**src/hdl/swarq_pkg.sv**
```systemverilog
// Shared types, constants and helpers of the sliding-window ARQ controller.
`default_nettype none

package swarq_pkg;

  localparam int SEQ_BITS    = 3;
  localparam int WINDOW      = 4;
  localparam int SLOT_BITS   = $clog2(WINDOW);
  localparam int COUNT_BITS  = 16;
  localparam int BUF_BITS    = 3;
  localparam int MAX_RESULTS = 24;
  localparam int PTR_BITS    = $clog2(MAX_RESULTS + 1);
  localparam int IDX_BITS    = $clog2(MAX_RESULTS);

  typedef enum logic [2:0] {
    FN_SEND_READY = 3'd0,
    FN_ARRIVAL    = 3'd1,
    FN_TIMEOUT    = 3'd2,
    FN_CKSUM_ERR  = 3'd3,
    FN_ACK_TMO    = 3'd4,
    FN_RESTART    = 3'd5
  } func_t;

  typedef enum logic [1:0] {
    KIND_DATA = 2'd0,
    KIND_ACK  = 2'd1,
    KIND_NAK  = 2'd2
  } kind_t;

  typedef enum logic [2:0] {
    CMD_FETCH      = 3'd0,
    CMD_TRANSMIT   = 3'd1,
    CMD_START_TMR  = 3'd2,
    CMD_STOP_TMR   = 3'd3,
    CMD_START_ACKT = 3'd4,
    CMD_STOP_ACKT  = 3'd5,
    CMD_STORE      = 3'd6
  } cmd_t;

  // Configuration register indexes
  localparam logic CFG_MODE  = 1'b0;
  localparam logic CFG_TOTAL = 1'b1;

  localparam logic MODE_SR  = 1'b0;
  localparam logic MODE_GBN = 1'b1;

  typedef enum logic [4:0] {
    ST_IDLE, ST_DISPATCH, ST_SF_TX, ST_SF_TIMER, ST_SF_STOPACK, ST_SEND_END,
    ST_SR_DATA, ST_SR_STORE, ST_SR_DELIV, ST_SR_ACKT, ST_SR_NAK, ST_ACK_LOOP,
    ST_ARR_END, ST_CHECK, ST_GBN_ARR, ST_GBN_DEL, ST_GBN_ACK, ST_GBN_TO_LOOP,
    ST_GBN_TO_NEXT, ST_FINISH, ST_DRAIN
  } state_t;

  typedef enum logic [4:0] {
    OP_NONE, OP_LATCH, OP_RESTART, OP_SEND_FETCH, OP_SEND_END, OP_SF_TX,
    OP_SF_TIMER, OP_SF_STOPACK, OP_SR_NAK0, OP_SR_INORDER, OP_SR_STORE,
    OP_SR_DELIVER, OP_EMIT_ACKT, OP_SF_SET_RESEND, OP_ACK_STEP, OP_CHECK,
    OP_SF_SET_TOS, OP_SF_SET_NAK, OP_SF_SET_ACK, OP_GBN_STORE, OP_GBN_DELIVER,
    OP_GBN_TO_INIT, OP_GBN_TO_SET, OP_GBN_TO_NEXT, OP_LOAD_OUT
  } op_t;

  // Status from datapath to controller
  typedef struct packed {
    func_t func;
    kind_t kind;
    logic  mode;
    logic  nak_allowed;
    logic  out_of_order;
    logic  seq_eq;
    logic  store_ok;
    logic  deliver_ok;
    logic  resend_ok;
    logic  ack_ok;
    logic  sf_data;
    logic  last_slot;
    logic  rem_zero;
    logic  out_free;
    logic  drain_last;
    logic  buf_empty;
  } dp_status_t;

  // One buffered command
  typedef struct packed {
    cmd_t                 cmd;
    kind_t                kind;
    logic [SEQ_BITS-1:0]  seq;
    logic [SEQ_BITS-1:0]  ack;
    logic [SLOT_BITS-1:0] slot;
    logic                 dflag;
  } entry_t;

  // Circular test a <= b < c
  function automatic logic between(input logic [SEQ_BITS-1:0] a,
                                   input logic [SEQ_BITS-1:0] b,
                                   input logic [SEQ_BITS-1:0] c);
    return ((a <= b) && (b < c)) || ((c < a) && (a <= b)) || ((b < c) && (c < a));
  endfunction

endpackage

`default_nettype wire

```
**src/hdl/sliding_window_arq_controller.sv**
```systemverilog
// Top level of the sliding-window ARQ controller: ports and packing.
//
// Channel  Direction  Signals                     Contents
// s_*      in         tvalid tready tdata tuser   one event per transaction
// m_*      out        tvalid tready tdata tuser   one command per transaction
//                     tlast                       last command of an event
// cfg_*    in         valid ready index data      register write
//
// An event is latched and dispatched, then the controller runs one step per
// command plus decision steps that emit nothing (two more per frame of a
// go-back-N resend), one finishing step, then drains one command at a time
// out of the buffer.
// Synchronous reset returns window state and configuration to defaults.
// A stalled m_tready holds the drain; s_tready is high only when idle.
`default_nettype none

module sliding_window_arq_controller (
  input  wire logic        clk,
  input  wire logic        rst,
  input  wire logic        s_tvalid,
  output logic             s_tready,
  input  wire logic [15:0] s_tdata,   // frame_seq, frame_ack, timed_out_seq
  input  wire logic [4:0]  s_tuser,   // func, frame_kind
  output logic             m_tvalid,
  input  wire logic        m_tready,
  output logic [15:0]      m_tdata,   // seq_number, ack_number, slot, done_res, may_send
  output logic [5:0]       m_tuser,   // command, tx_kind, deliver_flag
  output logic             m_tlast,
  input  wire logic        cfg_valid,
  output logic             cfg_ready,
  input  wire logic        cfg_index,
  input  wire logic [15:0] cfg_data
);
  import swarq_pkg::*;

  op_t        op;
  dp_status_t status;
  entry_t     out_entry;
  logic       out_done;
  logic       out_may;

  assign cfg_ready = 1'b1;

  swarq_ctrl u_ctrl (
    .clk      (clk),
    .rst      (rst),
    .in_valid (s_tvalid),
    .in_ready (s_tready),
    .status   (status),
    .op       (op)
  );

  swarq_dp u_dp (
    .clk       (clk),
    .rst       (rst),
    .op        (op),
    .status    (status),
    .cfg_we    (cfg_valid),
    .cfg_index (cfg_index),
    .cfg_data  (cfg_data),
    .in_func   (s_tuser[2:0]),
    .in_kind   (s_tuser[4:3]),
    .in_seq    (s_tdata[2:0]),
    .in_ack    (s_tdata[5:3]),
    .in_tos    (s_tdata[8:6]),
    .out_ready (m_tready),
    .out_valid (m_tvalid),
    .out_entry (out_entry),
    .out_last  (m_tlast),
    .out_done  (out_done),
    .out_may   (out_may)
  );

  // Pack result fields
  assign m_tdata = {6'd0, out_may, out_done, out_entry.slot, out_entry.ack, out_entry.seq};
  assign m_tuser = {out_entry.dflag, out_entry.kind, out_entry.cmd};

endmodule

`default_nettype wire

```
**src/hdl/swarq_dp.sv**
```systemverilog
// Datapath: window state, counters, command buffer and output register.
`default_nettype none

module swarq_dp (
  input  wire logic                            clk,
  input  wire logic                            rst,
  input  wire swarq_pkg::op_t                  op,
  output swarq_pkg::dp_status_t                status,
  input  wire logic                            cfg_we,
  input  wire logic                            cfg_index,
  input  wire logic [15:0]                     cfg_data,
  input  wire logic [2:0]                      in_func,
  input  wire logic [1:0]                      in_kind,
  input  wire logic [swarq_pkg::SEQ_BITS-1:0]  in_seq,
  input  wire logic [swarq_pkg::SEQ_BITS-1:0]  in_ack,
  input  wire logic [swarq_pkg::SEQ_BITS-1:0]  in_tos,
  input  wire logic                            out_ready,
  output logic                                 out_valid,
  output swarq_pkg::entry_t                    out_entry,
  output logic                                 out_last,
  output logic                                 out_done,
  output logic                                 out_may
);
  import swarq_pkg::*;

  // Configuration
  logic                  mode;
  logic [15:0]           total_frames;

  // Latched event
  func_t                 ev_func;
  kind_t                 ev_kind;
  logic [SEQ_BITS-1:0]   ev_seq;
  logic [SEQ_BITS-1:0]   ev_ack;
  logic [SEQ_BITS-1:0]   ev_tos;

  // Window state
  logic [SEQ_BITS-1:0]   ack_expected_seq;
  logic [SEQ_BITS-1:0]   next_send_seq;
  logic [SEQ_BITS-1:0]   expected_rx_seq;
  logic [SEQ_BITS-1:0]   rx_window_top;
  logic [BUF_BITS-1:0]   buffered_count;
  logic [WINDOW-1:0]     arrived_marks;
  logic                  nak_allowed;
  logic                  out_of_order;
  logic                  transfer_done;
  logic [COUNT_BITS-1:0] received_count;
  logic [COUNT_BITS-1:0] sent_count;

  // Frame under transmission and retransmit counter
  kind_t                 sf_kind;
  logic [SEQ_BITS-1:0]   sf_seq;
  logic [BUF_BITS-1:0]   rem;

  // Command buffer
  entry_t                mem [MAX_RESULTS];
  logic [PTR_BITS-1:0]   wr_ptr;
  logic [PTR_BITS-1:0]   rd_ptr;

  logic                  emit;
  entry_t                emit_entry;
  logic [SEQ_BITS-1:0]   ack_plus;
  logic                  may_now;

  assign ack_plus = ev_ack + SEQ_BITS'(1);
  assign may_now  = (32'(buffered_count) < WINDOW) &&
                    (sent_count < COUNT_BITS'(total_frames));

  // Status toward controller
  always_comb begin
    status.func         = ev_func;
    status.kind         = ev_kind;
    status.mode         = mode;
    status.nak_allowed  = nak_allowed;
    status.out_of_order = out_of_order;
    status.seq_eq       = (ev_seq == expected_rx_seq);
    status.store_ok     = between(expected_rx_seq, ev_seq, rx_window_top) &&
                          !arrived_marks[ev_seq[SLOT_BITS-1:0]];
    status.deliver_ok   = arrived_marks[expected_rx_seq[SLOT_BITS-1:0]];
    status.resend_ok    = between(ack_expected_seq, ack_plus, next_send_seq);
    status.ack_ok       = between(ack_expected_seq, ev_ack, next_send_seq);
    status.sf_data      = (sf_kind == KIND_DATA);
    status.last_slot    = (ev_seq[SLOT_BITS-1:0] == SLOT_BITS'(WINDOW - 1));
    status.rem_zero     = (rem == '0);
    status.out_free     = !out_valid || out_ready;
    status.drain_last   = (rd_ptr == wr_ptr - PTR_BITS'(1));
    status.buf_empty    = (wr_ptr == '0);
  end

  // Select the command written to the buffer
  always_comb begin
    emit       = 1'b0;
    emit_entry = '0;
    case (op)
      OP_SEND_FETCH: begin
        emit           = 1'b1;
        emit_entry.cmd = CMD_FETCH;
        emit_entry.seq = next_send_seq;
        emit_entry.slot = next_send_seq[SLOT_BITS-1:0];
      end
      OP_SF_TX: begin
        emit            = 1'b1;
        emit_entry.cmd  = CMD_TRANSMIT;
        emit_entry.kind = sf_kind;
        emit_entry.seq  = sf_seq;
        emit_entry.ack  = expected_rx_seq - SEQ_BITS'(1);
        emit_entry.slot = sf_seq[SLOT_BITS-1:0];
      end
      OP_SF_TIMER: begin
        emit           = 1'b1;
        emit_entry.cmd = CMD_START_TMR;
        emit_entry.seq = sf_seq;
      end
      OP_SF_STOPACK: begin
        emit           = 1'b1;
        emit_entry.cmd = CMD_STOP_ACKT;
      end
      OP_SR_INORDER, OP_EMIT_ACKT: begin
        emit           = 1'b1;
        emit_entry.cmd = CMD_START_ACKT;
      end
      OP_SR_STORE, OP_GBN_STORE, OP_GBN_DELIVER: begin
        emit             = 1'b1;
        emit_entry.cmd   = CMD_STORE;
        emit_entry.seq   = ev_seq;
        emit_entry.slot  = ev_seq[SLOT_BITS-1:0];
        emit_entry.dflag = (op == OP_GBN_DELIVER);
      end
      OP_SR_DELIVER: begin
        emit             = 1'b1;
        emit_entry.cmd   = CMD_STORE;
        emit_entry.seq   = expected_rx_seq;
        emit_entry.slot  = expected_rx_seq[SLOT_BITS-1:0];
        emit_entry.dflag = 1'b1;
      end
      OP_ACK_STEP: begin
        emit           = 1'b1;
        emit_entry.cmd = CMD_STOP_TMR;
        emit_entry.seq = ack_expected_seq;
      end
      default: begin
        emit = 1'b0;
      end
    endcase
  end

  // Configuration registers
  always_ff @(posedge clk) begin
    if (rst) begin
      mode         <= MODE_SR;
      total_frames <= 16'd1;
    end else if (cfg_we) begin
      if (cfg_index == CFG_MODE) begin
        mode <= cfg_data[0];
      end else begin
        total_frames <= cfg_data;
      end
    end
  end

  // Latch the event fields
  always_ff @(posedge clk) begin
    if (op == OP_LATCH) begin
      ev_func <= func_t'(in_func);
      ev_kind <= kind_t'(in_kind);
      ev_seq  <= in_seq;
      ev_ack  <= in_ack;
      ev_tos  <= in_tos;
    end
  end

  // Frame to send and retransmit count
  always_ff @(posedge clk) begin
    case (op)
      OP_SEND_FETCH, OP_GBN_TO_SET: begin
        sf_kind <= KIND_DATA;
        sf_seq  <= next_send_seq;
      end
      OP_SR_NAK0, OP_SF_SET_NAK: begin
        sf_kind <= KIND_NAK;
        sf_seq  <= '0;
      end
      OP_SF_SET_ACK: begin
        sf_kind <= KIND_ACK;
        sf_seq  <= '0;
      end
      OP_SF_SET_RESEND: begin
        sf_kind <= KIND_DATA;
        sf_seq  <= ack_plus;
      end
      OP_SF_SET_TOS: begin
        sf_kind <= KIND_DATA;
        sf_seq  <= ev_tos;
      end
      default: begin
        sf_kind <= sf_kind;
      end
    endcase
    if (op == OP_GBN_TO_INIT) begin
      rem <= buffered_count;
    end else if (op == OP_GBN_TO_NEXT) begin
      rem <= rem - BUF_BITS'(1);
    end
  end

  // Window state updates
  always_ff @(posedge clk) begin
    if (rst || op == OP_RESTART) begin
      ack_expected_seq <= '0;
      next_send_seq    <= '0;
      expected_rx_seq  <= '0;
      rx_window_top    <= SEQ_BITS'(WINDOW);
      buffered_count   <= '0;
      arrived_marks    <= '0;
      nak_allowed      <= 1'b1;
      out_of_order     <= 1'b0;
      transfer_done    <= 1'b0;
      received_count   <= '0;
      sent_count       <= '0;
    end else begin
      case (op)
        OP_SEND_FETCH: begin
          buffered_count <= buffered_count + BUF_BITS'(1);
        end
        OP_SEND_END: begin
          next_send_seq <= next_send_seq + SEQ_BITS'(1);
          sent_count    <= sent_count + COUNT_BITS'(1);
        end
        OP_SF_TX: begin
          if (sf_kind == KIND_NAK) begin
            nak_allowed <= 1'b0;
          end
        end
        OP_SR_NAK0: begin
          out_of_order <= 1'b1;
        end
        OP_SR_INORDER: begin
          out_of_order <= 1'b0;
        end
        OP_SR_STORE: begin
          arrived_marks[ev_seq[SLOT_BITS-1:0]] <= 1'b1;
        end
        OP_SR_DELIVER: begin
          nak_allowed     <= 1'b1;
          arrived_marks[expected_rx_seq[SLOT_BITS-1:0]] <= 1'b0;
          expected_rx_seq <= expected_rx_seq + SEQ_BITS'(1);
          rx_window_top   <= rx_window_top + SEQ_BITS'(1);
          received_count  <= received_count + COUNT_BITS'(1);
        end
        OP_GBN_DELIVER: begin
          expected_rx_seq <= expected_rx_seq + SEQ_BITS'(1);
          received_count  <= received_count + COUNT_BITS'(1);
        end
        OP_ACK_STEP: begin
          buffered_count   <= buffered_count - BUF_BITS'(1);
          ack_expected_seq <= ack_expected_seq + SEQ_BITS'(1);
          received_count   <= received_count + COUNT_BITS'(1);
        end
        OP_CHECK: begin
          if (received_count == COUNT_BITS'(total_frames)) begin
            transfer_done <= 1'b1;
          end
        end
        OP_GBN_TO_INIT: begin
          next_send_seq <= ack_expected_seq;
        end
        OP_GBN_TO_NEXT: begin
          next_send_seq <= next_send_seq + SEQ_BITS'(1);
        end
        default: begin
          nak_allowed <= nak_allowed;
        end
      endcase
    end
  end

  // Buffer pointers; drop commands past the buffer depth
  always_ff @(posedge clk) begin
    if (rst) begin
      wr_ptr <= '0;
      rd_ptr <= '0;
    end else if (op == OP_LATCH) begin
      wr_ptr <= '0;
      rd_ptr <= '0;
    end else begin
      if (emit && (32'(wr_ptr) < MAX_RESULTS)) begin
        wr_ptr <= wr_ptr + PTR_BITS'(1);
      end
      if (op == OP_LOAD_OUT) begin
        rd_ptr <= rd_ptr + PTR_BITS'(1);
      end
    end
  end

  // Buffer write
  always_ff @(posedge clk) begin
    if (emit && (32'(wr_ptr) < MAX_RESULTS)) begin
      mem[wr_ptr[IDX_BITS-1:0]] <= emit_entry;
    end
  end

  // Output register, loaded by registered buffer read
  always_ff @(posedge clk) begin
    if (op == OP_LOAD_OUT) begin
      out_entry <= mem[rd_ptr[IDX_BITS-1:0]];
      out_last  <= status.drain_last;
      out_done  <= transfer_done;
      out_may   <= may_now;
    end
  end

  always_ff @(posedge clk) begin
    if (rst) begin
      out_valid <= 1'b0;
    end else if (op == OP_LOAD_OUT) begin
      out_valid <= 1'b1;
    end else if (out_ready) begin
      out_valid <= 1'b0;
    end
  end

endmodule

`default_nettype wire

```
**src/hdl/swarq_ctrl.sv**
```systemverilog
// Controller: sequences the micro-operations of one event and the drain.
`default_nettype none

module swarq_ctrl (
  input  wire logic                  clk,
  input  wire logic                  rst,
  input  wire logic                  in_valid,
  output logic                       in_ready,
  input  wire swarq_pkg::dp_status_t status,
  output swarq_pkg::op_t             op
);
  import swarq_pkg::*;

  state_t state, state_next;
  state_t ret_state, ret_state_next;
  logic   need_check;

  // Decide whether an arrival ends with the end-of-transfer check
  always_comb begin
    if (status.mode == MODE_GBN) begin
      need_check = 1'b1;
    end else if (status.kind == KIND_DATA) begin
      need_check = status.out_of_order;
    end else begin
      need_check = (status.kind == KIND_ACK) || (status.kind == KIND_NAK);
    end
  end

  // State registers
  always_ff @(posedge clk) begin
    if (rst) begin
      state     <= ST_IDLE;
      ret_state <= ST_FINISH;
    end else begin
      state     <= state_next;
      ret_state <= ret_state_next;
    end
  end

  // Next state and operation
  always_comb begin
    state_next     = state;
    ret_state_next = ret_state;
    op             = OP_NONE;
    in_ready       = 1'b0;
    case (state)
      ST_IDLE: begin
        in_ready = 1'b1;
        if (in_valid) begin
          op         = OP_LATCH;
          state_next = ST_DISPATCH;
        end
      end
      ST_DISPATCH: begin
        state_next = ST_FINISH;
        case (status.func)
          FN_RESTART: begin
            op = OP_RESTART;
          end
          FN_SEND_READY: begin
            op             = OP_SEND_FETCH;
            ret_state_next = ST_SEND_END;
            state_next     = ST_SF_TX;
          end
          FN_ARRIVAL: begin
            state_next = (status.mode == MODE_GBN) ? ST_GBN_ARR : ST_SR_DATA;
          end
          FN_TIMEOUT: begin
            if (status.mode == MODE_GBN) begin
              op         = OP_GBN_TO_INIT;
              state_next = ST_GBN_TO_LOOP;
            end else begin
              op             = OP_SF_SET_TOS;
              ret_state_next = ST_FINISH;
              state_next     = ST_SF_TX;
            end
          end
          FN_CKSUM_ERR: begin
            if (status.mode == MODE_SR && status.nak_allowed) begin
              op             = OP_SF_SET_NAK;
              ret_state_next = ST_CHECK;
              state_next     = ST_SF_TX;
            end
          end
          FN_ACK_TMO: begin
            if (status.mode == MODE_SR) begin
              op             = OP_SF_SET_ACK;
              ret_state_next = ST_CHECK;
              state_next     = ST_SF_TX;
            end
          end
          default: begin
            state_next = ST_FINISH;
          end
        endcase
      end
      ST_SF_TX: begin
        op         = OP_SF_TX;
        state_next = status.sf_data ? ST_SF_TIMER : ST_SF_STOPACK;
      end
      ST_SF_TIMER: begin
        op         = OP_SF_TIMER;
        state_next = ST_SF_STOPACK;
      end
      ST_SF_STOPACK: begin
        op         = OP_SF_STOPACK;
        state_next = ret_state;
      end
      ST_SEND_END: begin
        op         = OP_SEND_END;
        state_next = ST_FINISH;
      end
      ST_SR_DATA: begin
        if (status.kind != KIND_DATA) begin
          state_next = ST_SR_NAK;
        end else if (!status.seq_eq) begin
          if (status.nak_allowed) begin
            op             = OP_SR_NAK0;
            ret_state_next = ST_SR_STORE;
            state_next     = ST_SF_TX;
          end else begin
            state_next = ST_SR_STORE;
          end
        end else begin
          op         = OP_SR_INORDER;
          state_next = ST_SR_STORE;
        end
      end
      ST_SR_STORE: begin
        if (status.store_ok) begin
          op         = OP_SR_STORE;
          state_next = ST_SR_DELIV;
        end else begin
          state_next = ST_SR_NAK;
        end
      end
      ST_SR_DELIV: begin
        if (status.deliver_ok) begin
          op         = OP_SR_DELIVER;
          state_next = ST_SR_ACKT;
        end else begin
          state_next = ST_SR_NAK;
        end
      end
      ST_SR_ACKT: begin
        op         = OP_EMIT_ACKT;
        state_next = ST_SR_DELIV;
      end
      ST_SR_NAK: begin
        if (status.kind == KIND_NAK && status.resend_ok) begin
          op             = OP_SF_SET_RESEND;
          ret_state_next = ST_ACK_LOOP;
          state_next     = ST_SF_TX;
        end else begin
          state_next = ST_ACK_LOOP;
        end
      end
      ST_ACK_LOOP: begin
        if (status.ack_ok) begin
          op = OP_ACK_STEP;
        end else begin
          state_next = ST_ARR_END;
        end
      end
      ST_ARR_END: begin
        if (need_check) begin
          op = OP_CHECK;
        end
        state_next = ST_FINISH;
      end
      ST_CHECK: begin
        op         = OP_CHECK;
        state_next = ST_FINISH;
      end
      ST_GBN_ARR: begin
        if (status.seq_eq) begin
          op         = OP_GBN_STORE;
          state_next = ST_GBN_DEL;
        end else begin
          state_next = ST_ACK_LOOP;
        end
      end
      ST_GBN_DEL: begin
        op         = OP_GBN_DELIVER;
        state_next = status.last_slot ? ST_GBN_ACK : ST_ACK_LOOP;
      end
      ST_GBN_ACK: begin
        op             = OP_SF_SET_ACK;
        ret_state_next = ST_ACK_LOOP;
        state_next     = ST_SF_TX;
      end
      ST_GBN_TO_LOOP: begin
        if (!status.rem_zero) begin
          op             = OP_GBN_TO_SET;
          ret_state_next = ST_GBN_TO_NEXT;
          state_next     = ST_SF_TX;
        end else begin
          state_next = ST_FINISH;
        end
      end
      ST_GBN_TO_NEXT: begin
        op         = OP_GBN_TO_NEXT;
        state_next = ST_GBN_TO_LOOP;
      end
      ST_FINISH: begin
        state_next = status.buf_empty ? ST_IDLE : ST_DRAIN;
      end
      ST_DRAIN: begin
        if (status.out_free) begin
          op = OP_LOAD_OUT;
          if (status.drain_last) begin
            state_next = ST_IDLE;
          end
        end
      end
      default: begin
        state_next = ST_IDLE;
      end
    endcase
  end

endmodule

`default_nettype wire
```
**config.mk**
```make
export PLATFORM = sky130hd
export DESIGN_NAME = sliding_window_arq_controller
export DESIGN_NICKNAME = d
export VERILOG_FILES = /design/src/hdl/swarq_pkg.sv /design/src/hdl/sliding_window_arq_controller.sv /design/src/hdl/swarq_dp.sv /design/src/hdl/swarq_ctrl.sv
export SDC_FILE = /design/constraint.sdc
export NUM_CORES = 1
export LEC_CHECK = 0
export ABC_CLOCK_PERIOD_IN_PS = 10690
export CORE_MARGIN = 2
export CORE_UTILIZATION = 65
export DETAILED_ROUTE_END_ITERATION = 7
export DONT_BUFFER_PORTS = 1
export GPL_TIMING_DRIVEN = 0
export PLACE_DENSITY = 0.81
export REMOVE_ABC_BUFFERS = 1
export SYNTH_ARGS = -nofsm -noshare
export SYNTH_HDL_FRONTEND = slang
export SYNTH_SLANG_ARGS = --single-unit
export TNS_END_PERCENT = 100
```
**constraint.sdc**
```tcl
create_clock -name clk -period 10.69 [get_ports clk]
set_clock_uncertainty 0.2 [all_clocks]
set_input_delay 2.138 -clock clk [delete_from_list [all_inputs] [get_ports clk]]
set_output_delay 2.138 -clock clk [all_outputs]
set_load 0.03 [all_outputs]
```
==> run summary <==
Min-delay src: u_dp.transfer_done
DP Wirelength: 27920 um
Drt pass-1 iters: 6
CP Class: input port to flop
Area of the multi-input gates: 6973 sq um
Final WL: 46190 um
# hold bufs at CTS: 0
Psw: 1.300 mW
Vias: 11910
Startpoint Class: input port
Total gr overflow: 0
Ports: 69
Sequential power share: 48.4%
H-tree levels: 2
Register bit total from synthesis: 467
Largest net degree at the start of global routing: 60
Reg-to-Reg End: u_dp.mem[4][7]
Clock buffer depth: 3
Initial antenna violation count: 1
Power per standard cell area: 207.9 nW/um^2
Initial core utilization: 65.63%
Detail Route Antenna Nets: 0
Hold path depth: 0
Vias in the first global route: 12150
EDFF count, synth: 375
Most used DFF post-synth: edfxtp_1
Area fraction of the dominant cell type after synthesis: 54.66%
Cell-internal power: 3.373 mW
Commonest cells post-synth: edfxtp_1 (375), nor2_1 (132), nand2_1 (103)
Count leader, synth: edfxtp_1
Max Fanout on Critical Path: 25
Area leader, netlist: edfxtp_1
Final Critical Period: 5.533 ns
Clock slew seen by the registers of the worst setup and hold paths: 0.07 ns
Worst vdd ir: 180.3 uV
Worst path arrival time: 5.50 ns
Core area: 31390 sq um
Site Rows: 65
Total Power: 4.673 mW
P_leak: 7.656 nW
Die Width: 182.0 um
DR iter-0 viols: 1158
Synthesized area: 20600 sq um
Slew headroom: 11.86%
Final hold viol count: 0
Clk_lat worst skew: 0.56 ns
Tot GR Track Use: 28.73%
Synth unique cells: 80
Comb power frac: 16.5%
Die Y: 182.0 um
Syn. warnings: 0
Layout cells sized above 1: 13.65%
Clock power share: 35.1%
Total CTS buffers: 46
Largest cells by area after synthesis: edfxtp_1 (55%), mux4_2 (11%), dfxtp_1 (8.9%)
Clk sink count: 467
Hold Path Sink: u_dp.out_done
Register area share after synthesis: 63.60%
CTS resizes: 0
Max Transition Viols Final: 0
Switching Share: 27.81%
Ys async rst share: 0%
Area grow syn2layout: 9.122%
# setup viols final: 0
First-pass GRT wire length: 71180 um
R2R cell count: 13
Setup Total Neg Slack: 0 ns
Reg-to-Reg Start: u_dp.ev_ack[0]
Setup Buffers After CTS: 0
Max-Cap Viols: 0
Port bufs: 0
Fillers: 1989
Routability cong.: 0.9314
Cells after synthesis: 1431
Final Cycle Share: 51.76%
Post-route DRC: 0
Die Area: 33140 sq um
RSZ-0062 raised after global routing: false
Diode count: 0
Register Area: 13110 sq um
Required @ worst endpoint: 10.65 ns
Number of vias per cell: 6.426
CTS tree: done
R2R Setup Slk: 5.40 ns
Worst Tran Pin Value: 1.289 ns
Status: complete, no violations
Average routed wire per standard cell: 24.92 um
Nets: 1515
Avg Cell Area, Syn: 14.40 sq um
CP Capture Type: flop
Fmax: 180.7 MHz
Worst Hold Class: flop to flop
CTS root buffer: clkbuf_16
[critical path, cell delays in order]
cell and delay (ns):
nand2b_1 0.16, nor3b_4 0.23, nor4_1 0.47, nand2_1 0.15, or4_4 0.48, nor2_1 0.19, a211oi_4 0.13, a21oi_4 0.47
and3_1 1.06
[metal layers]
layer	part of all wire [%]	global-route usage, %	vias to the layer above	wire [um]
met5	0.030	0	-	14
met4	3.2	9.516	2	1481
met3	7.0	4.252	102	3244
met2	51	50.02	540	23650
met1	39	37.52	5883	17790
li1	-	-	5381	-
[state kept, by name, indices dropped and copies added (netlist names), 4 cells and up]
| signal | cells |
|---|---|
| u_ctrl.ret_state | 5 |
| u_ctrl.state | 5 |
| u_dp.arrived_marks | 4 |
| u_dp.mem | 336 |
| u_dp.out_entry | 14 |
| u_dp.rd_ptr | 5 |
| u_dp.received_count | 16 |
| u_dp.sent_count | 16 |
| u_dp.total_frames | 16 |
| u_dp.wr_ptr | 5 |
[placed cells by master, fill, tap and decap left out, types with 6 or more instances in the layout]
cell	n
clkbuf_16	47
xor2_1	42
nor2b_1	17
nand2_1	103
a21oi_1	75
xnor2_1	27
and2_1	6
mux2i_1	23
ha_1	54
clkinv_2	6
a211oi_1	6
clkbuf_1	8
nor2_1	128
dfxtp_1	89
nand4_1	13
edfxtp_1	375
a31oi_1	9
clkinv_1	9
inv_1	53
o21ai_0	22
conb_1	7
nand2b_1	11
mux4_2	100
nand3_1	31
nor4_1	9
bufinv_16	6
and3_1	36
a21o_1	8
nor3_1	15
[stage by stage]
stage	utilization (%)	hold slack [ns]	cells	cell area, sq um	setup WS [ns]
finish	71.61	0.2688	1853	22480	5.157
global route	71.61	0.2864	1853	22480	5.043
floorplan	-	0.2090	1361	20260	5.328
global placement	66.15	0.2421	1763	20760	3.692
CTS	71.59	0.2596	1853	22470	5.274
detailed placement	66.74	0.2328	1771	20950	4.768
[cell type report]
class | count | area share [%]
clock buffers | 55 | 5.365
clock inverters | 27 | 1.414
inverters | 54 | 0.9016
multi-input cells | 840 | 31.02
flip-flops and latches | 467 | 58.32
well taps | 402 | 2.237
repair buffers | 8 | 0.7458
[worst max-delay path by stage]
stage	from	to
after floorplan	u_dp.rd_ptr[0]	u_dp.out_entry[0]
after global placement	u_dp.rd_ptr[0]	u_dp.out_entry[0]
after detailed placement	m_tready	u_dp.mem[4][5]
after CTS	m_tready	u_dp.mem[4][11]
after global routing	m_tready	u_dp.mem[4][5]
final	m_tready	u_dp.mem[4][7]
[power by group through the flow]
stage,combinational (mW),sequential [mW],clock (mW)
2_1_floorplan,0.518,2.26,0
3_3_place_gp,0.705,2.29,0
3_5_place_dp,0.748,2.29,0
4_1_cts,0.761,2.26,1.66
5_1_grt,0.841,2.27,1.71
6_report,0.771,2.26,1.64
[cells by family after synthesis]
family | share of synthesized area, %
simple gates | 9.760
compound gates | 5.472
other cells | 0.03645
fa+ha+maj | 3.425
flops | 63.60
mux | 12.05
xor+xnor | 2.933
buf+inv | 2.727
No activity file was read; power rests on OpenSTA's default activity.
